--- src/hrb_pkg.sv ---
package hrb_pkg;

    localparam int KEY_SLOTS_DEF         = 6;
    localparam int MEDIA_SLOTS_DEF       = 6;
    localparam int KB_QUEUE_DEPTH_DEF    = 8;
    localparam int MEDIA_QUEUE_DEPTH_DEF = 8;
    localparam int NUM_SLOTS             = 6;
    localparam int NUM_MOD_BITS          = 8;

    localparam logic [7:0]  PAGE_KEYBOARD = 8'd7;
    localparam logic [7:0]  PAGE_CONSUMER = 8'd12;
    localparam logic [15:0] MOD_KEY_FIRST = 16'h00E0;
    localparam logic [15:0] MOD_KEY_LAST  = 16'h00E7;

    typedef enum logic [1:0] {
        KIND_STATUS   = 2'd0,
        KIND_KEYBOARD = 2'd1,
        KIND_CONSUMER = 2'd2
    } t_kind;

    typedef enum logic [1:0] {
        PG_OTHER,
        PG_KEYBOARD,
        PG_CONSUMER
    } t_page;

    typedef enum logic [1:0] {
        ST_IDLE,
        ST_UPDATE,
        ST_EMIT
    } t_state;

    typedef struct packed {
        logic        tick;
        t_page       page;
        logic        is_mod;
        logic [2:0]  mod_sel;
        logic [15:0] key;
        logic        pressed;
        logic [7:0]  emods;
        logic [7:0]  imods;
        logic        active;
        logic        quiet;
    } t_cmd;

    typedef struct packed {
        t_kind                        kind;
        logic [7:0]                   mods;
        logic [NUM_SLOTS-1:0][15:0]   slots;
        logic                         handled;
        logic                         last;
    } t_res;

endpackage

--- src/hid_report_builder_with_quiet_queue.sv ---
// Flow: input transfers pass a two-entry command FIFO to the back-end sequencer (IDLE,
// UPDATE, EMIT); each yields N = 1..18 results, one per cycle while the output is not
// stalled. The next command is popped only after the last result of the current one.
// Reset: synchronous active low; clears slots, counts, queue fills and control state.
// Snapshot queue contents are not cleared; no clearing pass is needed.
module hid_report_builder_with_quiet_queue #(
    parameter int KEY_SLOTS         = hrb_pkg::KEY_SLOTS_DEF,
    parameter int MEDIA_SLOTS       = hrb_pkg::MEDIA_SLOTS_DEF,
    parameter int KB_QUEUE_DEPTH    = hrb_pkg::KB_QUEUE_DEPTH_DEF,
    parameter int MEDIA_QUEUE_DEPTH = hrb_pkg::MEDIA_QUEUE_DEPTH_DEF
) (
    input  logic        i_clk,
    input  logic        i_rst_n,
    input  logic        i_valid,
    output logic        o_ready,
    input  logic        i_req_type,
    input  logic [7:0]  i_usage_page,
    input  logic [15:0] i_keycode,
    input  logic        i_pressed,
    input  logic [7:0]  i_explicit_mods,
    input  logic [7:0]  i_implicit_mods,
    input  logic        i_link_active,
    input  logic        i_link_quiet,
    output logic        o_valid,
    input  logic        i_ready,
    output logic [1:0]  o_report_kind,
    output logic [7:0]  o_report_mods,
    output logic [15:0] o_slot_0,
    output logic [15:0] o_slot_1,
    output logic [15:0] o_slot_2,
    output logic [15:0] o_slot_3,
    output logic [15:0] o_slot_4,
    output logic [15:0] o_slot_5,
    output logic        o_handled,
    output logic        o_last
);
    import hrb_pkg::*;

    logic fifo_ready, push, pop, cmd_valid;
    t_cmd front_cmd, back_cmd;
    t_res res;

    hrb_front u_front (
        .i_valid         (i_valid),
        .i_fifo_ready    (fifo_ready),
        .i_req_type      (i_req_type),
        .i_usage_page    (i_usage_page),
        .i_keycode       (i_keycode),
        .i_pressed       (i_pressed),
        .i_explicit_mods (i_explicit_mods),
        .i_implicit_mods (i_implicit_mods),
        .i_link_active   (i_link_active),
        .i_link_quiet    (i_link_quiet),
        .o_ready         (o_ready),
        .o_push          (push),
        .o_cmd           (front_cmd)
    );

    hrb_fifo u_fifo (
        .i_clk   (i_clk),
        .i_rst_n (i_rst_n),
        .i_push  (push),
        .i_cmd   (front_cmd),
        .o_ready (fifo_ready),
        .i_pop   (pop),
        .o_valid (cmd_valid),
        .o_cmd   (back_cmd)
    );

    hrb_back #(
        .KEY_SLOTS         (KEY_SLOTS),
        .MEDIA_SLOTS       (MEDIA_SLOTS),
        .KB_QUEUE_DEPTH    (KB_QUEUE_DEPTH),
        .MEDIA_QUEUE_DEPTH (MEDIA_QUEUE_DEPTH)
    ) u_back (
        .i_clk       (i_clk),
        .i_rst_n     (i_rst_n),
        .i_cmd_valid (cmd_valid),
        .i_cmd       (back_cmd),
        .o_cmd_pop   (pop),
        .o_res       (res),
        .o_valid     (o_valid),
        .i_ready     (i_ready)
    );

    assign o_report_kind = res.kind;
    assign o_report_mods = res.mods;
    assign o_slot_0      = res.slots[0];
    assign o_slot_1      = res.slots[1];
    assign o_slot_2      = res.slots[2];
    assign o_slot_3      = res.slots[3];
    assign o_slot_4      = res.slots[4];
    assign o_slot_5      = res.slots[5];
    assign o_handled     = res.handled;
    assign o_last        = res.last;

endmodule

--- src/hrb_front.sv ---
module hrb_front (
    input  logic          i_valid,
    input  logic          i_fifo_ready,
    input  logic          i_req_type,
    input  logic [7:0]    i_usage_page,
    input  logic [15:0]   i_keycode,
    input  logic          i_pressed,
    input  logic [7:0]    i_explicit_mods,
    input  logic [7:0]    i_implicit_mods,
    input  logic          i_link_active,
    input  logic          i_link_quiet,
    output logic          o_ready,
    output logic          o_push,
    output hrb_pkg::t_cmd o_cmd
);
    import hrb_pkg::*;

    assign o_ready = i_fifo_ready;
    assign o_push  = i_valid & i_fifo_ready;

    always_comb begin
        o_cmd         = '0;
        o_cmd.tick    = i_req_type;
        o_cmd.key     = i_keycode;
        o_cmd.pressed = i_pressed;
        o_cmd.emods   = i_explicit_mods;
        o_cmd.imods   = i_implicit_mods;
        o_cmd.active  = i_link_active;
        o_cmd.quiet   = i_link_quiet;
        o_cmd.mod_sel = i_keycode[2:0];
        o_cmd.is_mod  = i_keycode inside {[MOD_KEY_FIRST:MOD_KEY_LAST]};
        case (i_usage_page)
            PAGE_KEYBOARD: o_cmd.page = PG_KEYBOARD;
            PAGE_CONSUMER: o_cmd.page = PG_CONSUMER;
            default:       o_cmd.page = PG_OTHER;
        endcase
    end

endmodule

--- src/hrb_fifo.sv ---
module hrb_fifo (
    input  logic          i_clk,
    input  logic          i_rst_n,
    input  logic          i_push,
    input  hrb_pkg::t_cmd i_cmd,
    output logic          o_ready,
    input  logic          i_pop,
    output logic          o_valid,
    output hrb_pkg::t_cmd o_cmd
);
    import hrb_pkg::*;

    t_cmd       r_mem [2];
    logic       r_wptr;
    logic       r_rptr;
    logic [1:0] r_count;

    assign o_ready = (r_count != 2'd2);
    assign o_valid = (r_count != 2'd0);
    assign o_cmd   = r_mem[r_rptr];

    always_ff @(posedge i_clk) begin
        if (!i_rst_n) begin
            r_wptr  <= 1'b0;
            r_rptr  <= 1'b0;
            r_count <= 2'd0;
        end else begin
            if (i_push) r_wptr <= ~r_wptr;
            if (i_pop) r_rptr <= ~r_rptr;
            r_count <= r_count + {1'b0, i_push} - {1'b0, i_pop};
        end
    end

    always_ff @(posedge i_clk) begin
        if (i_push) r_mem[r_wptr] <= i_cmd;
    end

endmodule

--- src/hrb_back.sv ---
module hrb_back #(
    parameter int KEY_SLOTS         = hrb_pkg::KEY_SLOTS_DEF,
    parameter int MEDIA_SLOTS       = hrb_pkg::MEDIA_SLOTS_DEF,
    parameter int KB_QUEUE_DEPTH    = hrb_pkg::KB_QUEUE_DEPTH_DEF,
    parameter int MEDIA_QUEUE_DEPTH = hrb_pkg::MEDIA_QUEUE_DEPTH_DEF
) (
    input  logic          i_clk,
    input  logic          i_rst_n,
    input  logic          i_cmd_valid,
    input  hrb_pkg::t_cmd i_cmd,
    output logic          o_cmd_pop,
    output hrb_pkg::t_res o_res,
    output logic          o_valid,
    input  logic          i_ready
);
    import hrb_pkg::*;

    localparam int KIW = (KB_QUEUE_DEPTH > 1) ? $clog2(KB_QUEUE_DEPTH) : 1;
    localparam int KCW = $clog2(KB_QUEUE_DEPTH + 1);
    localparam int MIW = (MEDIA_QUEUE_DEPTH > 1) ? $clog2(MEDIA_QUEUE_DEPTH) : 1;
    localparam int MCW = $clog2(MEDIA_QUEUE_DEPTH + 1);
    localparam logic [KIW:0] KD = (KIW+1)'(KB_QUEUE_DEPTH);
    localparam logic [MIW:0] MD = (MIW+1)'(MEDIA_QUEUE_DEPTH);

    t_state r_state;
    t_state n_state;
    t_cmd   r_cmd;

    logic [KEY_SLOTS-1:0][7:0]     r_keys;
    logic [KEY_SLOTS-1:0][7:0]     n_keys;
    logic [MEDIA_SLOTS-1:0][15:0]  r_media;
    logic [MEDIA_SLOTS-1:0][15:0]  n_media;
    logic [NUM_MOD_BITS-1:0][7:0]  r_ecnt;
    logic [NUM_MOD_BITS-1:0][7:0]  n_ecnt;
    logic [NUM_MOD_BITS-1:0][7:0]  r_icnt;
    logic [NUM_MOD_BITS-1:0][7:0]  n_icnt;

    logic [7:0]                    r_kq_mods [KB_QUEUE_DEPTH];
    logic [KEY_SLOTS-1:0][7:0]     r_kq_keys [KB_QUEUE_DEPTH];
    logic [MEDIA_SLOTS-1:0][15:0]  r_mq      [MEDIA_QUEUE_DEPTH];

    logic [KCW-1:0] r_kfill, r_kn, r_ki, kfill_eff, k_newfill, n_kn, nk_i;
    logic [MCW-1:0] r_mfill, r_mn, r_mi, mfill_eff, m_newfill, n_mn, nm_i;
    logic [KIW-1:0] r_khead, k_newhead, k_widx, k_ridx;
    logic [MIW-1:0] r_mhead, m_newhead, m_widx, m_ridx;
    logic [KIW:0]   k_s1, k_s2, k_s3;
    logic [MIW:0]   m_s1, m_s2, m_s3;

    logic r_prev, r_handled, r_kl, r_ml, r_st, r_ov;
    t_res r_out;
    t_res e_res;

    logic        upd, ev, falling, kb_send, md_send, kb_drain, md_drain, kb_append, md_append;
    logic        k_hit, k_found, m_hit, m_found, do_count;
    logic [7:0]  e_vec, i_vec, n_mods, cur_mods;
    logic        can_load, p_kd, p_md, any_pend, last;
    logic        sel_kd, sel_kl, sel_md, sel_ml, sel_st, nkl, nml, nst;
    logic [KEY_SLOTS-1:0][7:0]    k_rkeys;
    logic [MEDIA_SLOTS-1:0][15:0] m_rslots;

    assign upd      = (r_state == ST_UPDATE);
    assign ev       = !r_cmd.tick;
    assign falling  = ev && r_prev && !r_cmd.active;
    assign kfill_eff = falling ? '0 : r_kfill;
    assign mfill_eff = falling ? '0 : r_mfill;
    assign kb_send  = ev && r_cmd.active && ((r_cmd.page == PG_KEYBOARD) ||
                      ((r_cmd.page == PG_CONSUMER) && ((r_cmd.emods | r_cmd.imods) != 8'd0)));
    assign md_send  = ev && r_cmd.active && (r_cmd.page == PG_CONSUMER);
    assign kb_drain = !r_cmd.quiet && (r_cmd.tick || kb_send);
    assign md_drain = !r_cmd.quiet && (r_cmd.tick || md_send);
    assign kb_append = kb_send && r_cmd.quiet;
    assign md_append = md_send && r_cmd.quiet;
    assign n_kn     = kb_drain ? kfill_eff : '0;
    assign n_mn     = md_drain ? mfill_eff : '0;
    assign do_count = upd && ev && (r_cmd.page != PG_OTHER);
    assign o_cmd_pop = (r_state == ST_IDLE) && i_cmd_valid;

    // slot tracking
    always_comb begin
        n_keys  = r_keys;
        k_hit   = 1'b0;
        k_found = 1'b0;
        for (int i = 0; i < KEY_SLOTS; i++) begin
            if (r_keys[i] == r_cmd.key[7:0]) k_hit = 1'b1;
        end
        if (upd && ev && (r_cmd.page == PG_KEYBOARD) && !r_cmd.is_mod) begin
            if (r_cmd.pressed) begin
                if (!k_hit) begin
                    for (int i = 0; i < KEY_SLOTS; i++) begin
                        if (!k_found && (r_keys[i] == 8'd0)) begin
                            n_keys[i] = r_cmd.key[7:0];
                            k_found   = 1'b1;
                        end
                    end
                end
            end else begin
                for (int i = 0; i < KEY_SLOTS; i++) begin
                    if (r_keys[i] == r_cmd.key[7:0]) n_keys[i] = 8'd0;
                end
            end
        end
    end

    always_comb begin
        n_media = r_media;
        m_hit   = 1'b0;
        m_found = 1'b0;
        for (int i = 0; i < MEDIA_SLOTS; i++) begin
            if (r_media[i] == r_cmd.key) m_hit = 1'b1;
        end
        if (upd && ev && (r_cmd.page == PG_CONSUMER)) begin
            if (r_cmd.pressed) begin
                if (!m_hit) begin
                    for (int i = 0; i < MEDIA_SLOTS; i++) begin
                        if (!m_found && (r_media[i] == 16'd0)) begin
                            n_media[i] = r_cmd.key;
                            m_found    = 1'b1;
                        end
                    end
                end
            end else begin
                for (int i = 0; i < MEDIA_SLOTS; i++) begin
                    if (r_media[i] == r_cmd.key) n_media[i] = 16'd0;
                end
            end
        end
    end

    // modifier reference counts, saturating
    always_comb begin
        if ((r_cmd.page == PG_KEYBOARD) && r_cmd.is_mod) begin
            e_vec = 8'd1 << r_cmd.mod_sel;
            i_vec = 8'd0;
        end else begin
            e_vec = r_cmd.emods;
            i_vec = r_cmd.imods;
        end
        n_ecnt = r_ecnt;
        n_icnt = r_icnt;
        if (do_count) begin
            for (int b = 0; b < NUM_MOD_BITS; b++) begin
                if (e_vec[b]) begin
                    if (r_cmd.pressed) begin
                        if (r_ecnt[b] != 8'hFF) n_ecnt[b] = r_ecnt[b] + 8'd1;
                    end else if (r_ecnt[b] != 8'd0) begin
                        n_ecnt[b] = r_ecnt[b] - 8'd1;
                    end
                end
                if (i_vec[b]) begin
                    if (r_cmd.pressed) begin
                        if (r_icnt[b] != 8'hFF) n_icnt[b] = r_icnt[b] + 8'd1;
                    end else if (r_icnt[b] != 8'd0) begin
                        n_icnt[b] = r_icnt[b] - 8'd1;
                    end
                end
            end
        end
        for (int b = 0; b < NUM_MOD_BITS; b++) begin
            n_mods[b]   = (n_ecnt[b] != 8'd0) || (n_icnt[b] != 8'd0);
            cur_mods[b] = (r_ecnt[b] != 8'd0) || (r_icnt[b] != 8'd0);
        end
    end

    // ring positions, drop oldest when full
    always_comb begin
        k_s1 = {1'b0, r_khead} + (KIW+1)'(1);
        k_s1 = (k_s1 >= KD) ? k_s1 - KD : k_s1;
        if (kfill_eff == KCW'(KB_QUEUE_DEPTH)) begin
            k_newhead = k_s1[KIW-1:0];
            k_s2      = k_s1 + (KIW+1)'(KB_QUEUE_DEPTH - 1);
            k_newfill = kfill_eff;
        end else begin
            k_newhead = r_khead;
            k_s2      = {1'b0, r_khead} + (KIW+1)'(kfill_eff);
            k_newfill = kfill_eff + KCW'(1);
        end
        k_s2   = (k_s2 >= KD) ? k_s2 - KD : k_s2;
        k_widx = k_s2[KIW-1:0];
        k_s3   = {1'b0, r_khead} + (KIW+1)'(r_ki);
        k_s3   = (k_s3 >= KD) ? k_s3 - KD : k_s3;
        k_ridx = k_s3[KIW-1:0];

        m_s1 = {1'b0, r_mhead} + (MIW+1)'(1);
        m_s1 = (m_s1 >= MD) ? m_s1 - MD : m_s1;
        if (mfill_eff == MCW'(MEDIA_QUEUE_DEPTH)) begin
            m_newhead = m_s1[MIW-1:0];
            m_s2      = m_s1 + (MIW+1)'(MEDIA_QUEUE_DEPTH - 1);
            m_newfill = mfill_eff;
        end else begin
            m_newhead = r_mhead;
            m_s2      = {1'b0, r_mhead} + (MIW+1)'(mfill_eff);
            m_newfill = mfill_eff + MCW'(1);
        end
        m_s2   = (m_s2 >= MD) ? m_s2 - MD : m_s2;
        m_widx = m_s2[MIW-1:0];
        m_s3   = {1'b0, r_mhead} + (MIW+1)'(r_mi);
        m_s3   = (m_s3 >= MD) ? m_s3 - MD : m_s3;
        m_ridx = m_s3[MIW-1:0];
    end

    // result sequencing
    assign can_load = !r_ov || i_ready;
    assign p_kd     = (r_ki != r_kn);
    assign p_md     = (r_mi != r_mn);
    assign any_pend = p_kd || r_kl || p_md || r_ml || r_st;
    assign sel_kd   = p_kd;
    assign sel_kl   = !p_kd && r_kl;
    assign sel_md   = !p_kd && !r_kl && p_md;
    assign sel_ml   = !p_kd && !r_kl && !p_md && r_ml;
    assign sel_st   = !p_kd && !r_kl && !p_md && !r_ml && r_st;
    assign nk_i     = sel_kd ? r_ki + KCW'(1) : r_ki;
    assign nm_i     = sel_md ? r_mi + MCW'(1) : r_mi;
    assign nkl      = r_kl && !sel_kl;
    assign nml      = r_ml && !sel_ml;
    assign nst      = r_st && !sel_st;
    assign last     = (nk_i == r_kn) && !nkl && (nm_i == r_mn) && !nml && !nst;
    assign k_rkeys  = r_kq_keys[k_ridx];
    assign m_rslots = r_mq[m_ridx];

    always_comb begin
        e_res         = '0;
        e_res.kind    = KIND_STATUS;
        e_res.handled = r_handled;
        e_res.last    = last;
        if (sel_kd || sel_kl) begin
            e_res.kind = KIND_KEYBOARD;
            e_res.mods = sel_kd ? r_kq_mods[k_ridx] : cur_mods;
            for (int j = 0; j < KEY_SLOTS; j++) begin
                e_res.slots[j] = {8'h00, (sel_kd ? k_rkeys[j] : r_keys[j])};
            end
        end else if (sel_md || sel_ml) begin
            e_res.kind = KIND_CONSUMER;
            for (int j = 0; j < MEDIA_SLOTS; j++) begin
                e_res.slots[j] = sel_md ? m_rslots[j] : r_media[j];
            end
        end
    end

    always_comb begin
        n_state = r_state;
        case (r_state)
            ST_IDLE:   if (i_cmd_valid) n_state = ST_UPDATE;
            ST_UPDATE: n_state = ST_EMIT;
            ST_EMIT:   if (can_load && any_pend && last) n_state = ST_IDLE;
            default:   n_state = ST_IDLE;
        endcase
    end

    always_ff @(posedge i_clk) begin
        if (!i_rst_n) r_state <= ST_IDLE;
        else r_state <= n_state;
    end

    always_ff @(posedge i_clk) begin
        if (!i_rst_n) begin
            r_keys    <= '0;
            r_media   <= '0;
            r_ecnt    <= '0;
            r_icnt    <= '0;
            r_kfill   <= '0;
            r_mfill   <= '0;
            r_khead   <= '0;
            r_mhead   <= '0;
            r_prev    <= 1'b0;
            r_handled <= 1'b0;
            r_kn      <= '0;
            r_ki      <= '0;
            r_mn      <= '0;
            r_mi      <= '0;
            r_kl      <= 1'b0;
            r_ml      <= 1'b0;
            r_st      <= 1'b0;
            r_ov      <= 1'b0;
        end else begin
            if (i_ready && !((r_state == ST_EMIT) && can_load && any_pend)) r_ov <= 1'b0;
            if (upd) begin
                r_keys    <= n_keys;
                r_media   <= n_media;
                r_ecnt    <= n_ecnt;
                r_icnt    <= n_icnt;
                if (ev) r_prev <= r_cmd.active;
                r_handled <= ev && r_cmd.active && (r_cmd.page != PG_OTHER);
                r_kn      <= n_kn;
                r_mn      <= n_mn;
                r_ki      <= '0;
                r_mi      <= '0;
                r_kl      <= kb_send && !r_cmd.quiet;
                r_ml      <= md_send && !r_cmd.quiet;
                r_st      <= (n_kn == '0) && (n_mn == '0) &&
                             !(kb_send && !r_cmd.quiet) && !(md_send && !r_cmd.quiet);
                r_kfill   <= kb_drain ? '0 : (kb_append ? k_newfill : kfill_eff);
                r_mfill   <= md_drain ? '0 : (md_append ? m_newfill : mfill_eff);
                if (kb_append) r_khead <= k_newhead;
                if (md_append) r_mhead <= m_newhead;
            end
            if ((r_state == ST_EMIT) && can_load && any_pend) begin
                r_ov <= 1'b1;
                r_ki <= nk_i;
                r_mi <= nm_i;
                r_kl <= nkl;
                r_ml <= nml;
                r_st <= nst;
            end
        end
    end

    always_ff @(posedge i_clk) begin
        if (o_cmd_pop) r_cmd <= i_cmd;
        if ((r_state == ST_EMIT) && can_load && any_pend) r_out <= e_res;
        if (upd && kb_append) begin
            r_kq_mods[k_widx] <= n_mods;
            r_kq_keys[k_widx] <= n_keys;
        end
        if (upd && md_append) r_mq[m_widx] <= n_media;
    end

    assign o_res   = r_out;
    assign o_valid = r_ov;

`ifndef ASSERT_OFF
    a_kfill: assert property (@(posedge i_clk) disable iff (!i_rst_n)
        r_kfill <= KCW'(KB_QUEUE_DEPTH)) else $error("kb queue fill out of range");
    a_mfill: assert property (@(posedge i_clk) disable iff (!i_rst_n)
        r_mfill <= MCW'(MEDIA_QUEUE_DEPTH)) else $error("media queue fill out of range");
    a_idle_done: assert property (@(posedge i_clk) disable iff (!i_rst_n)
        (r_state == ST_IDLE) |-> (!r_kl && !r_ml && !r_st && (r_ki == r_kn) && (r_mi == r_mn)))
        else $error("results pending in idle");
    a_pop_upd: assert property (@(posedge i_clk) disable iff (!i_rst_n)
        o_cmd_pop |=> (r_state == ST_UPDATE)) else $error("pop without update");
`endif

endmodule

--- config.mk ---
export PLATFORM = sky130hd
export DESIGN_NAME = hid_report_builder_with_quiet_queue
export DESIGN_NICKNAME = d
export VERILOG_FILES = /design/src/hrb_pkg.sv /design/src/hid_report_builder_with_quiet_queue.sv /design/src/hrb_front.sv /design/src/hrb_fifo.sv /design/src/hrb_back.sv
export SDC_FILE = /design/constraint.sdc
export NUM_CORES = 2
export LEC_CHECK = 0
export ABC_CLOCK_PERIOD_IN_PS = 8100
export BUFFER_PORTS_ARGS = -buffer_cell sky130_fd_sc_hd__buf_2
export CELL_PAD_IN_SITES_DETAIL_PLACEMENT = 1
export CELL_PAD_IN_SITES_GLOBAL_PLACEMENT = 1
export CORE_ASPECT_RATIO = 1.2
export CORE_MARGIN = 3
export CORE_UTILIZATION = 30
export DETAILED_ROUTE_END_ITERATION = 8
export GPL_ROUTABILITY_DRIVEN = 1
export PLACE_DENSITY = 0.49
export SLEW_MARGIN = 10
export SYNTH_ARGS = -nofsm -noshare
export SYNTH_HDL_FRONTEND = slang
export SYNTH_HIERARCHICAL = 1
export SYNTH_SLANG_ARGS = --single-unit
--- constraint.sdc ---
create_clock -name i_clk -period 8.1 [get_ports i_clk]
set_input_delay 0 -clock i_clk [delete_from_list [all_inputs] [get_ports i_clk]]
set_output_delay 0 -clock i_clk [all_outputs]
set_load 0.05 [all_outputs]
==> impl_metrics.toml <==
[placement]
portBuffers = 157
hpwl_um = 165000
gp_routability_congestion = 0.796

[floorplanning]
row_count = 204
dieArea_mm2 = 0.266
dieWidth_um = 471
fp.dieH_um = 564
core_mm2 = 0.258
start_util_pct = 30.2
ios = 158

[detailed_routing]
routed-via-count = 50568
vias_per_cell = 5.41
wl_per_cell_um = 27.8
drtAntennaViolNets = 0
drt-pass1-iter-count = 5
drt-total-wl_um = 259000
first_iter_violations = 3866
drc_errors = 0

[pwr]
vdd_drop_max_mv = 0.152
power_density_mw_per_mm2 = 242
switching_share_pct = 26.7
leakage_nw = 29.9
clkPwrFrac_pct = 40.5
power_mw = 21.7
p_comb_share_pct = 12.4
internal_power_mw = 15.9
p_sw_mw = 5.80
p_seq_share_pct = 47.1

[setup_path]
cp_common_cell = "buf_4"
crit_path_end_kind = "flop"
cp_max_fo = 24
slowest_stage = "edfxtp_1"
critPathLaunchType = "flop"
critical_path_cell_count = 9
crit_family = "simple AND/OR/NAND/NOR gates"
cp.required_ns = 8.72
slowest_delay_ns = 0.83
crit_buf_inv = 2
r2r_setup_slack_ns = 3.30
path_class = "reg2reg"
worst-endpoint-arrival_ns = 5.42
reg2regPathDepth = 9
cp_cell_sequence = "buf_4 -> xnor2_1 -> nand4_1 -> nor4_1 -> or4_4 -> or2_1 -> o2bb2a_1 -> buf_4 -> a22o_1"

[status]
outcome = "complete, no violations"

[timing]
maxSlewHeadroom_pct = 18.4
rsz0062_at_grt = "false"
fin_crit_sh_pct = 59.3
post-route-min-period_ns = 4.80
hold_violations = 0
tns_ns = 0
finalClockSkew_ns = 0.103
fmax_ghz = 0.208
worstMarginPinSlew_ns = 1.21
slew_viol_final = 0
finalSetupViolations = 0
fin_hold_ws_ns = 0.111

[synth]
synth_cell_type_count = 96
synth_enable_flop_cells = 1450
netlist_area_mm2 = 0.0779
synth_fp_nets = 5743
syn_area_per_cell_um2 = 13.8
synth_area_leaders = "edfxtp_1, dfxtp_1, mux4_2"
synthFlopType = "edfxtp_1"
yosysTopAreaCellShare_pct = 55.9
synth_cells = 5643
synth_warnings = 6
ys_seq_area_share_pct = 64.0
ys_ff_latch = 1765
netlist.top_cell.by_area = "edfxtp_1"
async_flop_share_pct = 0

[finish]
syn_to_final_growth_pct = 14.8
nets = 5888
final_common_cell = "edfxtp_1"
mostFrequentLayoutCells = "edfxtp_1, nand2_1, dfxtp_1"
fill_cells = 26849
layout-drive-gt1-share_pct = 16.7

[clocking]
h-tree-depth = 4
numClockSinks = 1765
cts_root_buf = "clkbuf_16"
cts.clk_slew.worst_paths_ns = 0.06
clock_latency_ns = 0.89
cts_tree = "built"
post_cts_resized = 0
cts_buffers = 195
cts_max_path_buffers = 4

[global_routing]
grt_max_degree = 125
antenna_found_initial = 9
first_global_vias = 53037
grt_overflow = 0
grt_use_total_pct = 19.1
grt_pass1_wl_um = 379000

[hold_path]
hold_path_depth = 4
hold_class = "in2reg"

[run]
cap_violations = 0
## final cells by class
type	count	area (um^2)	area share (%)
well taps	3399	4250	4.75
flip-flops and latches	1765	49900	55.7
clock buffers	241	5200	5.82
clock inverters	111	1020	1.15
diodes	3	7.51	0.00839
multi-input cells	3369	26000	29.1
repair buffers	379	2790	3.12
inverters	78	295	0.330
## state kept, by name (all words and copies together) (netlist names), 2 cells and up, named ones only
| name | flops |
|---|---|
| u_back/r_keys | 48 |
| u_back/r_kq_keys | 384 |
| u_back/r_media | 96 |
| u_back/r_mq | 768 |
| u_back/r_icnt | 64 |
| u_back/r_kfill | 4 |
| u_fifo/r_count | 2 |
| u_back/r_mn | 4 |
| u_back/r_kn | 4 |
| u_fifo/r_mem | 84 |
| u_back/r_ecnt | 64 |
| u_back/r_khead | 3 |
| u_back/r_mhead | 3 |
| u_back/r_mfill | 4 |
| u_back/r_mi | 4 |
| u_back/r_state | 2 |
| u_back/r_kq_mods | 64 |
| u_back/r_cmd | 42 |
| u_back/r_ki | 4 |
| u_back/o_res | 108 |
## stage by stage
step                instance area [um^2]  utilization (%)  std cells  setup slack, ns
floorplan                          77900                -       5643             1.04
global placement                   82400             31.9       8903             3.38
detailed placement                 82400             32.0       8905             3.29
CTS                                89500             34.7       9341             3.26
global route                       89500             34.7       9343             3.08
finish                             89500             34.7       9345             3.30
## synthesized netlist by cell type, types with 49 or more instances
cell	number
edfxtp_1	1450
nand2_1	534
dfxtp_1	315
nor2_1	307
clkbuf_1	276
mux4_2	275
o21ai_0	240
a21oi_1	200
xnor2_1	186
nand3_1	171
nand4_1	142
a22o_1	97
nor4_1	95
and2_1	93
inv_1	78
nor3_1	74
mux2i_1	73
a31oi_1	66
buf_4	57
a32o_1	49
## power by group through the flow
stage | clock network, mW | logic, mW | registers [mW]
final | 8.79 | 2.69 | 10.2
after floorplan | 0 | 1.64 | 10.4
after global routing | 9.40 | 2.87 | 10.2
after CTS | 9.07 | 2.71 | 10.2
after detailed placement | 0 | 2.67 | 10.4
after global placement | 0 | 2.66 | 10.4
## per-layer routing
layer / global-route usage (%) / vias up / wire length (um)
met3: 2.35 / 301 / 10700
li1: - / 22286 / -
met2: 32.3 / 1162 / 126000
met1: 26.2 / 26815 / 117000
met5: 0 / - / 21
met4: 4.21 / 4 / 5320
## worst min-delay path: stages
cell	delay, ns
buf_2	0.11
nand2_1	0.06
nor4_1	0.04
dlygate4sd3_1	0.58
## what timing repair did
| action | in CTS | in global routing |
|---|---|---|
| endpoints found under the hold margin | 124 | 0 |
| hold buffers | 84 | 0 |
| setup buffers | 0 | 0 |
## worst paths after layout
| check | from | end |
|---|---|---|
| setup / recovery | u_back/r_cmd[24] | u_back/r_mq[4][13] |
| hold / removal | i_usage_page[0] | u_fifo/r_mem[0][39] |
| setup reg to reg | u_back/r_cmd[24] | u_back/r_mq[4][13] |
| hold reg to reg | u_back/r_mn[0] | u_back/r_mn[0] |
## cell families (layout without fill, tap and decap cells)
| family | count (synthesis) | in the layout | share of synthesized area (%) |
|---|---|---|---|
| flops | 1765 | 1765 | 64.0 |
| simple gates | 1682 | 1682 | 10.9 |
| compound gates | 1017 | 1017 | 8.99 |
| buf+inv | 509 | 809 | 2.94 |
| mux | 398 | 398 | 9.80 |
| xor+xnor | 220 | 220 | 2.49 |
| fa+ha+maj | 52 | 52 | 0.874 |
| other cells | 0 | 3 | 0 |
Power figures use the tool's default switching activity.
